### config.mk
export PLATFORM = sky130hd
export DESIGN_NAME = servo_slew_accumulator
export DESIGN_NICKNAME = d
export VERILOG_FILES = /design/src/ssa_pkg.sv /design/src/servo_slew_accumulator.sv
export SDC_FILE = /design/constraint.sdc
export NUM_CORES = 2
export LEC_CHECK = 0
export BUFFER_PORTS_ARGS = -buffer_cell sky130_fd_sc_hd__buf_2
export CELL_PAD_IN_SITES_DETAIL_PLACEMENT = 1
export CELL_PAD_IN_SITES_GLOBAL_PLACEMENT = 2
export CORE_AREA = 4 4 242 480
export DETAILED_ROUTE_END_ITERATION = 6
export DIE_AREA = 0 0 246 484
export PLACE_DENSITY = 0.84
export SYNTH_ARGS = -nofsm -noshare
export SYNTH_HDL_FRONTEND = slang
export SYNTH_SLANG_ARGS = --single-unit
### constraint.sdc
create_clock -name clock -period 8.15 [get_ports clock]
set_input_delay 1.2225 -clock clock [delete_from_list [all_inputs] [get_ports clock]]
set_output_delay 1.2225 -clock clock [all_outputs]
set_load 0.005 [all_outputs]
### src/ssa_pkg.sv
package ssa_pkg;

   // Field and register widths
   localparam int PULSE_W    = 12;
   localparam int CMD_W      = 12;
   localparam int RATE_W     = 16;
   localparam int ACCUM_W    = 32;
   localparam int CSR_DATA_W = 16;
   localparam int CSR_IDX_W  = 3;

   // Change arithmetic
   localparam int MS_PER_SEC = 1000;
   // 1000 * max span (4095) fits in 22 bits
   localparam int DIV_W      = 22;
   // quotient bits below the saturation point
   localparam int QUO_W      = ACCUM_W - 1;
   localparam int CNT_W      = $clog2(QUO_W);

   // Reset values
   localparam logic [PULSE_W-1:0] MIN_PULSE_RST   = 12'd500;
   localparam logic [PULSE_W-1:0] MAX_PULSE_RST   = 12'd2500;
   localparam logic [PULSE_W-1:0] PULSE_NOW_RST   = 12'd1500;
   localparam logic [RATE_W-1:0]  RATE_RST        = 16'd180;
   localparam logic [CMD_W-1:0]   MIN_COMMAND_RST = 12'd0;
   localparam logic [CMD_W-1:0]   MAX_COMMAND_RST = 12'd4095;

   // Register indexes
   localparam logic [CSR_IDX_W-1:0] CSR_MIN_PULSE   = 3'd0;
   localparam logic [CSR_IDX_W-1:0] CSR_MAX_PULSE   = 3'd1;
   localparam logic [CSR_IDX_W-1:0] CSR_RATE        = 3'd2;
   localparam logic [CSR_IDX_W-1:0] CSR_MIN_COMMAND = 3'd3;
   localparam logic [CSR_IDX_W-1:0] CSR_MAX_COMMAND = 3'd4;

   typedef enum logic [1:0] {
      OP_TICK  = 2'd0,
      OP_LIFT  = 2'd1,
      OP_LOWER = 2'd2,
      OP_APPLY = 2'd3
   } opcode_type;

   typedef enum logic [2:0] {
      ST_IDLE,
      ST_MUL_RATE,
      ST_MUL_ELAPSED,
      ST_DIV_CHECK,
      ST_DIV_STEP,
      ST_ACCUM
   } state_type;

   typedef struct packed {
      opcode_type         opcode;
      logic [CMD_W-1:0]   speed_command;
   } req_payload_type;

   typedef struct packed {
      logic [PULSE_W-1:0] pulse_width;
      logic               moved;
   } rsp_payload_type;

endpackage

### src/servo_slew_accumulator.sv
// Channel    | Direction | Handshake                  | Payload
// req_       | in        | req_valid / req_stall      | opcode, speed_command
// rsp_       | out       | rsp_valid / rsp_stall      | pulse_width, moved
// csr_       | in        | csr_write_en (no wait)     | csr_index, csr_wdata
//
// Tick and apply finish in the accept cycle, which also loads the result register.
// Lift and lower run 2 multiply stages, a range check and a 31-step restoring divider by
// 1000 * command span; a saturating change skips the divider, a zero span all but
// the first multiply. One item is in flight; req_stall is high meanwhile.
// Synchronous reset restores registers and state; a stalled result holds new input off.
module servo_slew_accumulator
   import ssa_pkg::*;
#(
   parameter int FRAC_BITS    = 16,
   parameter int ELAPSED_BITS = 16
) (
   input  logic                  clock,
   input  logic                  reset,
   input  logic                  req_valid,
   output logic                  req_stall,
   input  req_payload_type       req_payload,
   output logic                  rsp_valid,
   input  logic                  rsp_stall,
   output rsp_payload_type       rsp_payload,
   input  logic                  csr_write_en,
   input  logic [CSR_IDX_W-1:0]  csr_index,
   input  logic [CSR_DATA_W-1:0] csr_wdata
);

   localparam int PROD1_W = RATE_W + CMD_W;
   localparam int P_W     = PROD1_W + ELAPSED_BITS;
   localparam int SH      = QUO_W - FRAC_BITS;
   localparam int HIGH_W  = P_W - SH;
   localparam int CMP_W   = (HIGH_W > DIV_W) ? HIGH_W : DIV_W;
   localparam int IP_W    = ACCUM_W - FRAC_BITS;
   localparam int NP_W    = ((IP_W > PULSE_W) ? IP_W : PULSE_W) + 2;

   // Configuration registers
   logic [PULSE_W-1:0]      min_pulse_ff, max_pulse_ff;
   logic [RATE_W-1:0]       rate_ff;
   logic [CMD_W-1:0]        min_command_ff, max_command_ff;

   // Architectural state
   logic [PULSE_W-1:0]      pulse_ff, pulse_in;
   logic [ACCUM_W-1:0]      accum_ff, accum_in;
   logic [ELAPSED_BITS-1:0] elapsed_ff, elapsed_in;

   // Sequencer and datapath
   state_type               state_ff, state_in;
   logic                    lower_ff;
   logic                    span_zero_ff;
   logic [CMD_W-1:0]        diff_ff;
   logic [PROD1_W-1:0]      prod1_ff;
   logic [DIV_W-1:0]        d_ff;
   logic [P_W-1:0]          p_ff;
   logic [DIV_W-1:0]        rem_ff;
   logic [QUO_W-1:0]        low_ff;
   logic [QUO_W-1:0]        q_ff;
   logic                    ovf_ff;
   logic [CNT_W-1:0]        cnt_ff;

   // Result register
   logic                    rsp_valid_ff, rsp_valid_in;
   rsp_payload_type         rsp_payload_ff;

   logic                    out_free;
   logic                    req_accept;
   logic                    rsp_load;
   logic                    moved_in;

   // Command clamp and span
   logic [CMD_W-1:0]        cmd_lo, cmd_clamped, span;
   logic                    span_zero;

   // Divider step
   logic [HIGH_W-1:0]       p_high;
   logic [DIV_W:0]          trial;
   logic                    trial_ge;

   // Accumulate and apply
   logic [QUO_W-1:0]        change;
   logic [ACCUM_W:0]        sum;
   logic [ACCUM_W-1:0]      mag;
   logic [IP_W-1:0]         ip_mag;
   logic [FRAC_BITS-1:0]    frac;
   logic signed [NP_W-1:0]  np, pulse_ext, ip_ext, min_ext, max_ext;

   assign out_free   = !rsp_valid_ff || !rsp_stall;
   assign req_accept = req_valid && !req_stall;
   assign rsp_valid  = rsp_valid_ff;
   assign rsp_payload = rsp_payload_ff;

   // Sequencer: next state and input stall
   always_comb begin
      state_in  = state_ff;
      req_stall = 1'b1;
      case (state_ff)
         ST_IDLE: begin
            req_stall = !out_free;
            if (req_accept && (req_payload.opcode == OP_LIFT ||
                               req_payload.opcode == OP_LOWER)) begin
               state_in = ST_MUL_RATE;
            end
         end
         ST_MUL_RATE: begin
            state_in = span_zero_ff ? ST_ACCUM : ST_MUL_ELAPSED;
         end
         ST_MUL_ELAPSED: begin
            state_in = ST_DIV_CHECK;
         end
         ST_DIV_CHECK: begin
            state_in = (CMP_W'(p_high) >= CMP_W'(d_ff)) ? ST_ACCUM : ST_DIV_STEP;
         end
         ST_DIV_STEP: begin
            if (cnt_ff == CNT_W'(QUO_W - 1)) begin
               state_in = ST_ACCUM;
            end
         end
         ST_ACCUM: begin
            if (out_free) begin
               state_in = ST_IDLE;
            end
         end
         default: begin
            state_in = ST_IDLE;
         end
      endcase
   end

   always_ff @(posedge clock) begin
      if (reset) begin
         state_ff <= ST_IDLE;
      end else begin
         state_ff <= state_in;
      end
   end

   // Command clamp: raise to min, then lower to max
   always_comb begin
      cmd_lo      = (req_payload.speed_command < min_command_ff) ? min_command_ff
                                                                 : req_payload.speed_command;
      cmd_clamped = (cmd_lo > max_command_ff) ? max_command_ff : cmd_lo;
      span_zero   = (max_command_ff <= min_command_ff);
      span        = max_command_ff - min_command_ff;
   end

   // Divider: high part of p << FRAC_BITS seeds the remainder, low bits shift in
   assign p_high   = p_ff[P_W-1:SH];
   assign trial    = {rem_ff, low_ff[QUO_W-1]};
   assign trial_ge = (trial >= {1'b0, d_ff});

   always_ff @(posedge clock) begin
      case (state_ff)
         ST_IDLE: begin
            if (req_accept) begin
               lower_ff     <= (req_payload.opcode == OP_LOWER);
               span_zero_ff <= span_zero;
               diff_ff      <= cmd_clamped - min_command_ff;
            end
         end
         ST_MUL_RATE: begin
            prod1_ff <= PROD1_W'(rate_ff) * PROD1_W'(diff_ff);
            d_ff     <= DIV_W'(span) * DIV_W'(MS_PER_SEC);
            q_ff     <= '0;
            ovf_ff   <= 1'b0;
         end
         ST_MUL_ELAPSED: begin
            p_ff <= P_W'(prod1_ff) * P_W'(elapsed_ff);
         end
         ST_DIV_CHECK: begin
            ovf_ff <= (CMP_W'(p_high) >= CMP_W'(d_ff));
            rem_ff <= DIV_W'(p_high);
            low_ff <= {p_ff[SH-1:0], FRAC_BITS'(0)};
            q_ff   <= '0;
            cnt_ff <= '0;
         end
         ST_DIV_STEP: begin
            rem_ff <= trial_ge ? DIV_W'(trial - {1'b0, d_ff}) : trial[DIV_W-1:0];
            q_ff   <= {q_ff[QUO_W-2:0], trial_ge};
            low_ff <= {low_ff[QUO_W-2:0], 1'b0};
            cnt_ff <= cnt_ff + CNT_W'(1);
         end
         default: begin
         end
      endcase
   end

   // State update for every opcode
   always_comb begin
      accum_in   = accum_ff;
      pulse_in   = pulse_ff;
      elapsed_in = elapsed_ff;
      rsp_load   = 1'b0;
      moved_in   = 1'b0;

      change = ovf_ff ? {QUO_W{1'b1}} : q_ff;
      sum    = '0;

      mag       = accum_ff[ACCUM_W-1] ? (ACCUM_W'(0) - accum_ff) : accum_ff;
      ip_mag    = mag[ACCUM_W-1:FRAC_BITS];
      frac      = mag[FRAC_BITS-1:0];
      pulse_ext = NP_W'(pulse_ff);
      ip_ext    = NP_W'(ip_mag);
      min_ext   = NP_W'(min_pulse_ff);
      max_ext   = NP_W'(max_pulse_ff);
      np        = accum_ff[ACCUM_W-1] ? (pulse_ext - ip_ext) : (pulse_ext + ip_ext);

      if (req_accept) begin
         case (req_payload.opcode)
            OP_TICK: begin
               if (!(&elapsed_ff)) begin
                  elapsed_in = elapsed_ff + ELAPSED_BITS'(1);
               end
               rsp_load = 1'b1;
            end
            OP_APPLY: begin
               elapsed_in = '0;
               rsp_load   = 1'b1;
               // magnitude of one or more moves the truncated integer part
               if (ip_mag != '0) begin
                  accum_in = accum_ff[ACCUM_W-1] ? (ACCUM_W'(0) - ACCUM_W'(frac))
                                                 : ACCUM_W'(frac);
                  if (np < min_ext) begin
                     pulse_in = min_pulse_ff;
                  end else if (np > max_ext) begin
                     pulse_in = max_pulse_ff;
                  end else begin
                     pulse_in = np[PULSE_W-1:0];
                  end
                  moved_in = 1'b1;
               end
            end
            default: begin
            end
         endcase
      end

      // Lift/lower: reversal replaces, same direction adds with saturation
      if (state_ff == ST_ACCUM && out_free) begin
         rsp_load = 1'b1;
         if (!lower_ff) begin
            sum = {accum_ff[ACCUM_W-1], accum_ff} + (ACCUM_W + 1)'(change);
            if (accum_ff[ACCUM_W-1] || accum_ff == '0) begin
               accum_in = ACCUM_W'(change);
            end else if (sum[ACCUM_W] != sum[ACCUM_W-1]) begin
               accum_in = {1'b0, {(ACCUM_W - 1){1'b1}}};
            end else begin
               accum_in = sum[ACCUM_W-1:0];
            end
         end else begin
            sum = {accum_ff[ACCUM_W-1], accum_ff} - (ACCUM_W + 1)'(change);
            if (!accum_ff[ACCUM_W-1]) begin
               accum_in = ACCUM_W'(0) - ACCUM_W'(change);
            end else if (sum[ACCUM_W] != sum[ACCUM_W-1]) begin
               accum_in = {1'b1, {(ACCUM_W - 1){1'b0}}};
            end else begin
               accum_in = sum[ACCUM_W-1:0];
            end
         end
      end

      // Result register
      if (rsp_load) begin
         rsp_valid_in = 1'b1;
      end else if (!rsp_stall) begin
         rsp_valid_in = 1'b0;
      end else begin
         rsp_valid_in = rsp_valid_ff;
      end
   end

   always_ff @(posedge clock) begin
      if (reset) begin
         pulse_ff     <= PULSE_NOW_RST;
         accum_ff     <= '0;
         elapsed_ff   <= '0;
         rsp_valid_ff <= 1'b0;
      end else begin
         pulse_ff     <= pulse_in;
         accum_ff     <= accum_in;
         elapsed_ff   <= elapsed_in;
         rsp_valid_ff <= rsp_valid_in;
      end
   end

   always_ff @(posedge clock) begin
      if (rsp_load) begin
         rsp_payload_ff.pulse_width <= pulse_in;
         rsp_payload_ff.moved       <= moved_in;
      end
   end

   // Configuration writes; unknown indexes are ignored
   always_ff @(posedge clock) begin
      if (reset) begin
         min_pulse_ff   <= MIN_PULSE_RST;
         max_pulse_ff   <= MAX_PULSE_RST;
         rate_ff        <= RATE_RST;
         min_command_ff <= MIN_COMMAND_RST;
         max_command_ff <= MAX_COMMAND_RST;
      end else if (csr_write_en) begin
         case (csr_index)
            CSR_MIN_PULSE:   min_pulse_ff   <= csr_wdata[PULSE_W-1:0];
            CSR_MAX_PULSE:   max_pulse_ff   <= csr_wdata[PULSE_W-1:0];
            CSR_RATE:        rate_ff        <= csr_wdata[RATE_W-1:0];
            CSR_MIN_COMMAND: min_command_ff <= csr_wdata[CMD_W-1:0];
            CSR_MAX_COMMAND: max_command_ff <= csr_wdata[CMD_W-1:0];
            default: begin
            end
         endcase
      end
   end

endmodule

==> results.py <==
metrics = {
    "outcome": {
        "status": "finished, final reports clean",
    },
    "route": {
        "dr.pass1.iters": 7,
        "routed_wl_mm": 156,
        "vias": 36600,
        "drtAntennaViolNets": 0,
        "drcViolationCount": 0,
        "drtIter0Drc": 1398,
        "drt-wirelength-per-cell_um": 23.7,
        "routed_via_density": 5.57,
    },
    "logic_synthesis": {
        "ys_seq_area_share_pct": 18.6,
        "synthCells": 5122,
        "synth_fp_nets": 6139,
        "ys_types": 94,
        "synth-edff-count": 192,
        "ys_ff_latch": 320,
        "synth_warnings": 0,
        "ys.flop_type": "edfxtp_1",
        "async_flop_share_pct": 0,
        "mappedNetlistArea_um2": 44700,
        "synth_area_per_cell_um2": 8.74,
    },
    "power": {
        "swShare_pct": 51.9,
        "leakage_nw": 22.2,
        "switching_power_mw": 7.63,
        "ir_drop_mv": 0.432,
        "p_clk_share_pct": 13.0,
        "power_density_nw_per_um2": 307,
        "p_int_mw": 7.08,
        "pwr-share-seq_pct": 21.6,
        "comb_power_share_pct": 65.4,
        "total_power_mw": 14.7,
    },
    "global_route": {
        "grt_max_degree": 58,
        "grt_pass1_wl_mm": 237,
        "grt_overflow": 0,
        "antenna_found_initial": 2,
        "track_usage_pct": 26.1,
        "grt_pass1_vias": 41500,
    },
    "job": {
        "maxCapViolCount": 0,
    },
    "timing": {
        "final_period_minus_worst_setup_slack_ps": 7650,
        "period_share_pct": 93.8,
        "slew_violations": 0,
        "fin_tns_setup_ps": 0,
        "fmax_mhz": 131,
        "rsz0062_at_grt": "no",
        "worst_pin_slew_ps": 996,
        "fin_skew_ps": 48.1,
        "max_slew_margin_pct": 33.6,
        "whs_ps": 458,
        "setup_viol": 0,
        "hold_violations": 0,
    },
    "cells_and_area": {
        "multi_input_area_um2": 32400,
        "finalNetCount": 6061,
        "fill_cells": 13300,
        "regArea_um2": 8340,
        "final_core_utilization_pct": 42.5,
        "areaGrowthSynthToFinish_pct": 6.91,
        "fin_cells": 6571,
        "drive_gt1_share_pct": 5.62,
    },
    "setup_path": {
        "timing.critical_path.mode_cell": "fa_1",
        "critPathRequiredTime_ps": 8490,
        "cp_max_fo": 16,
        "path_cells": "nand2_1 > fa_1 > inv_1 > fa_1 > ha_1 > inv_1 > fa_1 > inv_1 > fa_1 > fa_1 > ha_1 > a2111oi_0 > o21ai_0 > a41oi_1 > o21ai_0 > a21oi_2 > a211oi_1 > nor3_1 > o41ai_1 > a21o_1 > a21oi_1 > xnor2_1",
        "path_buf_inv": 3,
        "crit_type": "reg -> reg",
        "cp_slowest_cell": "edfxtp_1",
        "end_kind": "flop",
        "cp-start-kind": "flop",
        "cp.arrival_ps": 7990,
        "cp_top_family": "adder cells",
        "cpPeakStageDelay_ps": 740,
    },
    "cts": {
        "cts-htree-levels": 2,
        "cts_buffers": 38,
        "clk_pin_slew_ps": 70,
        "worstSkewPairLatency_ps": 630,
        "clockBufferDepth": 3,
        "ctsRootBufferMaster": "clkbuf_16",
        "cts_sinks": 320,
        "cts_tree": "yes",
    },
    "placed_design": {
        "dp_hpwl_mm": 127,
        "gpl.final_weighted_congestion": 0.918,
        "post-place-cells": 6496,
        "io_buffers": 52,
    },
    "floorplan": {
        "initial_core_util_pct": 39.8,
        "die_area_um2": 119000,
        "fp.dieW_um": 246,
        "io_pins": 53,
        "die_y_um": 484,
        "core_area_um2": 113000,
        "core.rowCount": 174,
    },
    "worst_hold_path": {
        "hold_path.class": "reg -> reg",
    },
}
==> worst register-to-register path, cell delays in order (launching register included) <==
cell	delay, ps
edfxtp_1	740
nand2_1	170
fa_1	550
inv_1	60
fa_1	540
ha_1	150
inv_1	60
fa_1	550
inv_1	50
fa_1	460
fa_1	520
ha_1	380
a2111oi_0	460
o21ai_0	230
a41oi_1	390
o21ai_0	350
a21oi_2	360
a211oi_1	170
nor3_1	500
o41ai_1	210
a21o_1	210
a21oi_1	190
xnor2_1	100
==> what timing repair did <==
action / CTS / global route
setup endpoints to repair: 0 / 1
buffers inserted: 0 / 4
hold buffers: 0 / 0
resized for setup: 0 / 4
==> metal layers <==
| metal | share of wire [%] | global-route usage, % |
|---|---|---|
| met2 | 57 | 51.9 |
| met1 | 31 | 22.9 |
| met4 | 10 | 21.6 |
| met5 | 0 | 0 |
| met3 | 2.3 | 2.13 |
==> cell families (layout without fill, tap and decap cells) <==
kind of cell,after synthesis,after routing,synth area share (%)
AO/OA/AOI/OAI,863,863,12.7
XOR/XNOR,249,249,4.87
adder cells (fa/ha/maj),979,979,36.6
buffers and inverters,1052,1004,8.95
flip-flops,320,320,18.6
multiplexers,49,49,1.16
other,0,1,0
AND/OR/NAND/NOR,1610,1610,17.1
==> cell usage in the layout (no fill, tap or decap), types with 22 or more instances in the layout <==
| cell | instances |
|---|---|
| a31oi_1 | 30 |
| inv_1 | 803 |
| nand3_1 | 68 |
| clkbuf_16 | 40 |
| buf_4 | 78 |
| nand2_1 | 733 |
| o21a_1 | 38 |
| a21o_1 | 69 |
| a21oi_1 | 256 |
| xor2_1 | 71 |
| nand2b_1 | 37 |
| and2_1 | 228 |
| nor4_1 | 22 |
| xnor2_1 | 178 |
| or2_2 | 26 |
| a211oi_1 | 47 |
| nor2b_1 | 35 |
| o211ai_1 | 41 |
| nor3_1 | 69 |
| nand4_1 | 35 |
| edfxtp_1 | 192 |
| buf_2 | 51 |
| o31ai_1 | 27 |
| and3_1 | 47 |
| nor2_1 | 223 |
| ha_1 | 432 |
| or3_1 | 26 |
| o22ai_1 | 25 |
| dfxtp_1 | 124 |
| o21bai_1 | 36 |
| mux2i_1 | 30 |
| fa_1 | 547 |
| o21ai_0 | 128 |
==> cell usage after synthesis (30+ instances only) <==
library cell  number  share of area, %
a21o_1            69               1.2
dfxtp_1          128               5.7
o211ai_1          41              0.69
mux2i_1           30              0.67
a211oi_1          47              0.79
clkbuf_1         227               1.9
nor2b_1           35              0.49
nand2_1          735               6.2
a31oi_1           30              0.42
edfxtp_1         192                13
a21oi_1          257               2.9
o21a_1            38              0.64
nand3_1           68              0.76
nand2b_1          37              0.52
inv_1            803               6.7
and3_1            47              0.66
ha_1             432                12
and2_1           228               3.2
nor2_1           224               1.9
nor3_1            70              0.78
fa_1             547                24
xnor2_1          178               3.5
nand4_1           35              0.49
xor2_1            71               1.4
o21ai_0          129               1.4
o21bai_1          36              0.60
==> power by group through the flow <==
stage | combinational [mW] | sequential [mW] | clock, mW
after global routing | 10.6 | 3.22 | 2.01
after detailed placement | 9.57 | 3.20 | 0
final | 9.62 | 3.17 | 1.92
after global placement | 9.34 | 3.19 | 0
after floorplan | 6.80 | 2.70 | 0
after CTS | 9.63 | 3.18 | 1.96
==> path summary, 6_finish.rpt <==
path	start	endpoint	slack [ps]	cells after the start
worst min register to register	max_pulse_ff[9]	max_pulse_ff[9]	460	2
worst min-delay path	max_pulse_ff[9]	max_pulse_ff[9]	460	2
worst max register to register	prod1_ff[2]	p_ff[42]	500	22
worst max-delay path	prod1_ff[2]	p_ff[42]	500	22
==> registers in the layout (all words and copies together) (netlist names), 5 cells and up <==
register / count
rsp_payload: 13
prod1_ff: 28
p_ff: 44
q_ff: 31
max_pulse_ff: 12
rate_ff: 16
max_command_ff: 12
elapsed_ff: 16
d_ff: 19
min_pulse_ff: 12
accum_ff: 32
min_command_ff: 12
pulse_ff: 12
low_ff: 15
rem_ff: 22
cnt_ff: 5
diff_ff: 12
==> metrics by stage <==
stage,area (um2),worst slack (ps)
after floorplan,44700,1180
after global placement,46500,453
after detailed placement,46500,321
after CTS,47800,277
after global routing,47800,32.0
final,47800,504
==> cell type report <==
type	count	area share, %
inverter	805	6.32
clock inverter	27	0.636
antenna	1	0.00523
clock buffer	43	2.14
sequential	320	17.4
timing repair buffer	129	1.76
tap	1496	3.91
multi-input combinational	3750	67.8
Power figures use the tool's default switching activity.
